### src/sv/sobel_edge_magnitude_rgb_top_assert.svh
// ---------------------------------------------------------------------------
// Assertion macros for the Sobel edge magnitude block
// Shared property forms with a common clock and reset.
// ---------------------------------------------------------------------------
`ifndef SOBEL_EDGE_MAGNITUDE_RGB_TOP_ASSERT_SVH
`define SOBEL_EDGE_MAGNITUDE_RGB_TOP_ASSERT_SVH

// The condition implies the consequence in the same cycle.
`define SEM_ASSERT_SAME(label, cond, cons, msg) \
   label: assert property (@(posedge clock) disable iff (reset) (cond) |-> (cons)) \
      else $error(msg);

// The condition implies the consequence in the next cycle.
`define SEM_ASSERT_NEXT(label, cond, cons, msg) \
   label: assert property (@(posedge clock) disable iff (reset) (cond) |=> (cons)) \
      else $error(msg);

`endif

### src/sv/sem_pkg.sv
// ---------------------------------------------------------------------------
// Sobel edge magnitude package
// Item types, field widths and register indexes.
// ---------------------------------------------------------------------------
`default_nettype none
package sem_pkg;

   localparam int CHAN_W     = 8;
   localparam int PIX_W      = 3 * CHAN_W;
   localparam int GRAD_W     = 11;
   localparam int SUM_W      = 21;
   localparam int CSR_DATA_W = 13;
   localparam int CSR_IDX_W  = 1;
   localparam int WIDTH_W    = 11;
   localparam int HEIGHT_W   = 13;

   localparam logic [CSR_IDX_W-1:0] CSR_IMAGE_WIDTH  = 1'b0;
   localparam logic [CSR_IDX_W-1:0] CSR_IMAGE_HEIGHT = 1'b1;

   localparam logic [SUM_W-1:0]  MAG_LIMIT = 21'd65025;
   localparam logic [CHAN_W-1:0] MAG_MAX   = 8'd255;

   typedef struct packed {
      logic              action;
      logic [CHAN_W-1:0] red_in;
      logic [CHAN_W-1:0] green_in;
      logic [CHAN_W-1:0] blue_in;
   } sem_req_type;

   typedef struct packed {
      logic [CHAN_W-1:0] red_edge;
      logic [CHAN_W-1:0] green_edge;
      logic [CHAN_W-1:0] blue_edge;
      logic              frame_done;
   } sem_rsp_type;

endpackage
`default_nettype wire

### src/sv/sem_root.sv
// ---------------------------------------------------------------------------
// Sobel magnitude unit
// Squares the gradients, then finds the rounded square root one bit a cycle, saturating at 255.
// ---------------------------------------------------------------------------
`default_nettype none
module sem_root (
   input  wire logic                               clock,
   input  wire logic                               reset,
   input  wire logic                               start,
   input  wire logic signed [sem_pkg::GRAD_W-1:0]  gx,
   input  wire logic signed [sem_pkg::GRAD_W-1:0]  gy,
   output logic                                    done,
   output logic             [sem_pkg::CHAN_W-1:0]  mag
);
   import sem_pkg::*;

   typedef enum logic [3:0] {
      RT_IDLE = 4'b0001,
      RT_SQ   = 4'b0010,
      RT_ITER = 4'b0100,
      RT_FIN  = 4'b1000
   } rt_state_type;

   rt_state_type               state_ff, state_in;
   logic signed [GRAD_W-1:0]   gx_ff, gy_ff;
   logic [SUM_W-1:0]           sum_ff, sum_in;
   logic [CHAN_W-1:0]          q_ff, q_in;
   logic [2:0]                 bit_ff, bit_in;
   logic [CHAN_W-1:0]          mag_ff, mag_in;
   logic                       done_ff, done_in;
   logic signed [2*GRAD_W-1:0] sqx, sqy;
   logic [CHAN_W-1:0]          trial;
   logic [2*CHAN_W-1:0]        trial_sq;
   logic [2*CHAN_W-1:0]        q_sq;
   logic [2*CHAN_W:0]          round_lim;

   always_comb begin
      sqx       = gx_ff * gx_ff;
      sqy       = gy_ff * gy_ff;
      trial     = q_ff | (CHAN_W'(1) << bit_ff);
      trial_sq  = trial * trial;
      q_sq      = q_ff * q_ff;
      round_lim = {1'b0, q_sq} + {{(CHAN_W+1){1'b0}}, q_ff};
      state_in  = state_ff;
      sum_in    = sum_ff;
      q_in      = q_ff;
      bit_in    = bit_ff;
      mag_in    = mag_ff;
      done_in   = 1'b0;
      case (state_ff)
         RT_IDLE: begin
            if (start) begin
               state_in = RT_SQ;
            end
         end
         RT_SQ: begin
            sum_in   = SUM_W'(sqx) + SUM_W'(sqy);
            q_in     = '0;
            bit_in   = 3'd7;
            state_in = RT_ITER;
         end
         RT_ITER: begin
            if ({{(SUM_W-2*CHAN_W){1'b0}}, trial_sq} <= sum_ff) begin
               q_in = trial;
            end
            bit_in = bit_ff - 3'd1;
            if (bit_ff == 3'd0) begin
               state_in = RT_FIN;
            end
         end
         RT_FIN: begin
            if (sum_ff > MAG_LIMIT) begin
               mag_in = MAG_MAX;
            end else if (sum_ff > {{(SUM_W-2*CHAN_W-1){1'b0}}, round_lim}) begin
               mag_in = q_ff + CHAN_W'(1);
            end else begin
               mag_in = q_ff;
            end
            done_in  = 1'b1;
            state_in = RT_IDLE;
         end
         default: state_in = RT_IDLE;
      endcase
   end

   always_ff @(posedge clock) begin
      if (reset) begin
         state_ff <= RT_IDLE;
         done_ff  <= 1'b0;
      end else begin
         state_ff <= state_in;
         done_ff  <= done_in;
      end
      if (start && state_ff == RT_IDLE) begin
         gx_ff <= gx;
         gy_ff <= gy;
      end
      sum_ff <= sum_in;
      q_ff   <= q_in;
      bit_ff <= bit_in;
      mag_ff <= mag_in;
   end

   assign done = done_ff;
   assign mag  = mag_ff;
endmodule
`default_nettype wire

### config.mk
export PLATFORM = sky130hd
export DESIGN_NAME = sem_root
export DESIGN_NICKNAME = d
export VERILOG_FILES = /design/src/sv/sobel_edge_magnitude_rgb_top_assert.svh /design/src/sv/sem_pkg.sv /design/src/sv/sem_root.sv
export SDC_FILE = /design/constraint.sdc
export NUM_CORES = 1
export LEC_CHECK = 0
export BUFFER_PORTS_ARGS = -buffer_cell sky130_fd_sc_hd__buf_2
export CAP_MARGIN = 20
export CORE_AREA = 2 2 109 217
export CTS_BUF_LIST = sky130_fd_sc_hd__clkbuf_4 sky130_fd_sc_hd__clkbuf_8
export DETAILED_ROUTE_END_ITERATION = 8
export DIE_AREA = 0 0 111 219
export PLACE_DENSITY = 0.92
export SLEW_MARGIN = 10
export SYNTH_ARGS = -nofsm -noshare
export SYNTH_HDL_FRONTEND = slang
export SYNTH_SLANG_ARGS = --single-unit
### constraint.sdc
create_clock -name clock -period 7.7 [get_ports clock]
set_clock_uncertainty 0.05 [all_clocks]
set_input_delay 1.54 -clock clock [delete_from_list [all_inputs] [get_ports clock]]
set_output_delay 1.54 -clock clock [all_outputs]
set_load 0.03 [all_outputs]
==> results.md <==
* Finish-stage setup viols at 0
* Fin nets at 2038
* Final std cells w/o fill at 1834
* Critical Path RT at 7760 ps
* Initial antenna violation count at 0
* Mux contribution to synthesized area at 0.144%
* First-pass iteration count of the detailed router at 7
* FF-to-FF Start: bit_ff[0]$_SDFFCE_PP1N_
* PortBufs at 33
* GRT Util Overall at 33.2%
* Synth warn at 0
* Critical path peak fanout at 8
* Compound-Gate Fraction of Synth Area at 5.54%
* Residual DRC at 0
* Min Tclk post-route at 7110 ps
* Hold Path Class: reg2reg
* Fill cell count at 1530
* Most instantiated library cell after synthesis: inv_1
* Seq cells post-synth at 67
* Area taken by multi-input logic gates at 11100 um2
* Core Area at 22500 um2
* FFs w/ async S/R, synth at 0%
* RSZ-0062 raised after global routing: no
* Critical Path Start Type: flip-flop
* Setup slack, reg-to-reg at 590 ps
* CP endpoint kind: flip-flop
* Hold path depth at 2
* Synth Area in Adders at 53.6%
* Worst-margin pin slew at 1020 ps
* Seq/Total Area, Yosys at 13.2%
* Worst setup margin at 592 ps
* CTS tree: done
* Area grow syn2layout at 4.88%
* FMAX at 141 MHz
* Register area at 1960 um2
* Grt total ovfl at 0
* Routability Congestion at 0.999
* Post-synth EDFFs at 62
* Number of H-tree levels at 3
* First-pass GRT wire length at 61000 um
* Reg2Reg Depth at 24
* Post-synthesis simple-gate area fraction at 11.3%
* Synth Flop Type: edfxtp_1
* Hold Vio Cnt, Final at 0
* Critical Path AT at 7160 ps
* Reg2reg end: q_ff[3]$_SDFFCE_PP0P_
* Vias at 10800
* Post-synthesis area per instance at 9.73 um2
* DPL Wire Length at 31100 um
* Area post-placement at 15300 um2
* Post-synthesis cell count at 1523
* CTS buffer count at 9
* Post-synth top area share at 38.5%
* Largest family of logic cells by synthesized area: adder cells
* Routed length per instance at 20.8 um
* Initial core utilization at 65.7%
* Clk_lat worst skew at 400 ps
* Die height at 219 um
* Routed wire length at 38100 um
* Hold EP: state_ff[0]$_SDFFE_PP1P_
* Syn Std Cell Area at 14800 um2
* Die Width at 111 um
* Largest net degree at the start of global routing at 25
* Post-synthesis xor/xnor area fraction at 4.43%
* Reg clk slew, reported paths at 90 ps
* Row count at 78
* Antenna Cells at 0
* Status: completed
* Dpl ws at 707 ps
* Final TNS setup at 0 ps
* Post-CTS sizing at 0
* Inst Count DP at 1817
* Max-Slew Margin vs Limit at 32.1%
* First-iteration detailed-routing DRC count at 780
* Post-CTS Setup Bufs at 0
* Clock Path Buffers at 2
* Min-delay src: state_ff[3]$_SDFFE_PP0P_
* Layout cell share with drive strength beyond 1 at 5.79%
* Max Cap Violations at 0
* Synth top area cells: fa_1, ha_1, edfxtp_1
* Post-synth cell types at 59
* Root Driver: clkbuf_8
* Number of global-route vias before repair at 12500
* Clk sinks at 67
* Antenna Nets Post-Route at 0
* Mapped Nets at 2012
* Worst Setup Path Type: reg2reg
* Finished Cell Area at 15500 um2
* Commonest cells post-synth: inv_1, fa_1, ha_1
* Cell type with the highest aggregate area in the netlist: fa_1
* Fin. max-slew vios at 0
* Post-route clock period utilization at 92.3%
* Io pins at 34
* Cts hold-fix bufs at 0
* Vias per cell at 5.89
* Die Area at 24300 um2
==> layout by cell type (no fill, tap or decap), drive strengths merged, types with 3 or more instances in the layout <==
| master | synthesis | layout |
|---|---|---|
| buf | 2 | 49 |
| inv | 424 | 426 |
| and2 | 63 | 63 |
| nor2b | 25 | 25 |
| o211ai | 3 | 3 |
| nand4 | 8 | 8 |
| nand3 | 8 | 8 |
| nor4b | 4 | 4 |
| o21a | 8 | 8 |
| fa | 285 | 285 |
| o21bai | 4 | 4 |
| xnor2 | 60 | 60 |
| o31ai | 3 | 3 |
| nor4 | 5 | 5 |
| dfxtp | 5 | 5 |
| nor3 | 13 | 13 |
| o21ai | 21 | 21 |
| or3 | 5 | 5 |
| nor2 | 72 | 72 |
| a211oi | 8 | 8 |
| edfxtp | 62 | 62 |
| clkinv | 0 | 3 |
| nand3b | 4 | 4 |
| nand2b | 11 | 11 |
| clkbuf | 32 | 10 |
| and3 | 5 | 5 |
| ha | 179 | 179 |
| or2 | 10 | 10 |
| xor2 | 15 | 15 |
| nand2 | 89 | 89 |
| a21oi | 48 | 48 |
| a21o | 16 | 16 |
==> through the flow <==
stage | utilization, % | hold slack [ps]
finish | 68.9 | 551
global route | 68.9 | 603
CTS | 68.9 | 544
detailed placement | 67.9 | 527
global placement | 67.9 | 501
floorplan | - | 439
==> worst max-delay path by stage <==
stage	depth (start not counted)	endpoint	from	slack (ps)
floorplan	23	q_ff[0]$_SDFFCE_PP0P_	bit_ff[0]$_SDFFCE_PP1N_	740
global placement	24	q_ff[3]$_SDFFCE_PP0P_	bit_ff[0]$_SDFFCE_PP1N_	930
detailed placement	24	q_ff[3]$_SDFFCE_PP0P_	bit_ff[0]$_SDFFCE_PP1N_	710
CTS	24	q_ff[3]$_SDFFCE_PP0P_	bit_ff[0]$_SDFFCE_PP1N_	660
global route	27	q_ff[4]$_SDFFCE_PP0P_	bit_ff[0]$_SDFFCE_PP1N_	250
finish	24	q_ff[3]$_SDFFCE_PP0P_	bit_ff[0]$_SDFFCE_PP1N_	590
==> cell families (layout without fill, tap and decap cells) <==
logic type,count (synthesis),in the layout
AO/OA/AOI/OAI,127,127
XOR/XNOR,75,75
adder cells (fa/ha/maj),464,464
buffers and inverters,458,489
flip-flops,67,67
multiplexers,2,2
AND/OR/NAND/NOR,330,330
==> layout make-up <==
| class | count | area share, % |
|---|---|---|
| flip-flops and latches | 67 | 12.6 |
| multi-input cells | 998 | 71.7 |
| repair buffers | 49 | 1.88 |
| well taps | 280 | 2.25 |
| clock buffers | 10 | 0.846 |
| inverters | 424 | 10.2 |
| clock inverters | 6 | 0.467 |
==> routing by layer <==
| layer | routed length, um | global-route usage [%] |
|---|---|---|
| met1 | 10700 | 29.3 |
| met4 | 4730 | 32.4 |
| met3 | 2290 | 5.74 |
| met5 | 0 | 0 |
| met2 | 20400 | 61.5 |
==> state kept, by name, summed over array words and instances (netlist names) <==
| signal | cells |
|---|---|
| state_ff | 4 |
| sum_ff | 21 |
| mag | 8 |
| q_ff | 8 |
| done | 1 |
| gy_ff | 11 |
| gx_ff | 11 |
| bit_ff | 3 |
==> critical path, cell delays in order (launching register included) <==
cell and delay (ps):
edfxtp_1 430, inv_1 110, ha_1 240, a21oi_1 470, or2_2 240, inv_1 60, fa_1 480, fa_1 550
inv_1 60, fa_1 500, fa_1 550, inv_1 40, ha_1 330, or3_1 370, o21ai_0 70, a21oi_1 80
a21oi_1 200, xnor2_1 140, ha_1 270, a21o_1 170, a2111oi_0 600, o211ai_1 200, o2111a_1 190, o31ai_1 190
buf_4 210
Power is left out: the tool's default activity adds up to more than one toggle a clock period on the data nets, which glitch-free logic cannot reach.
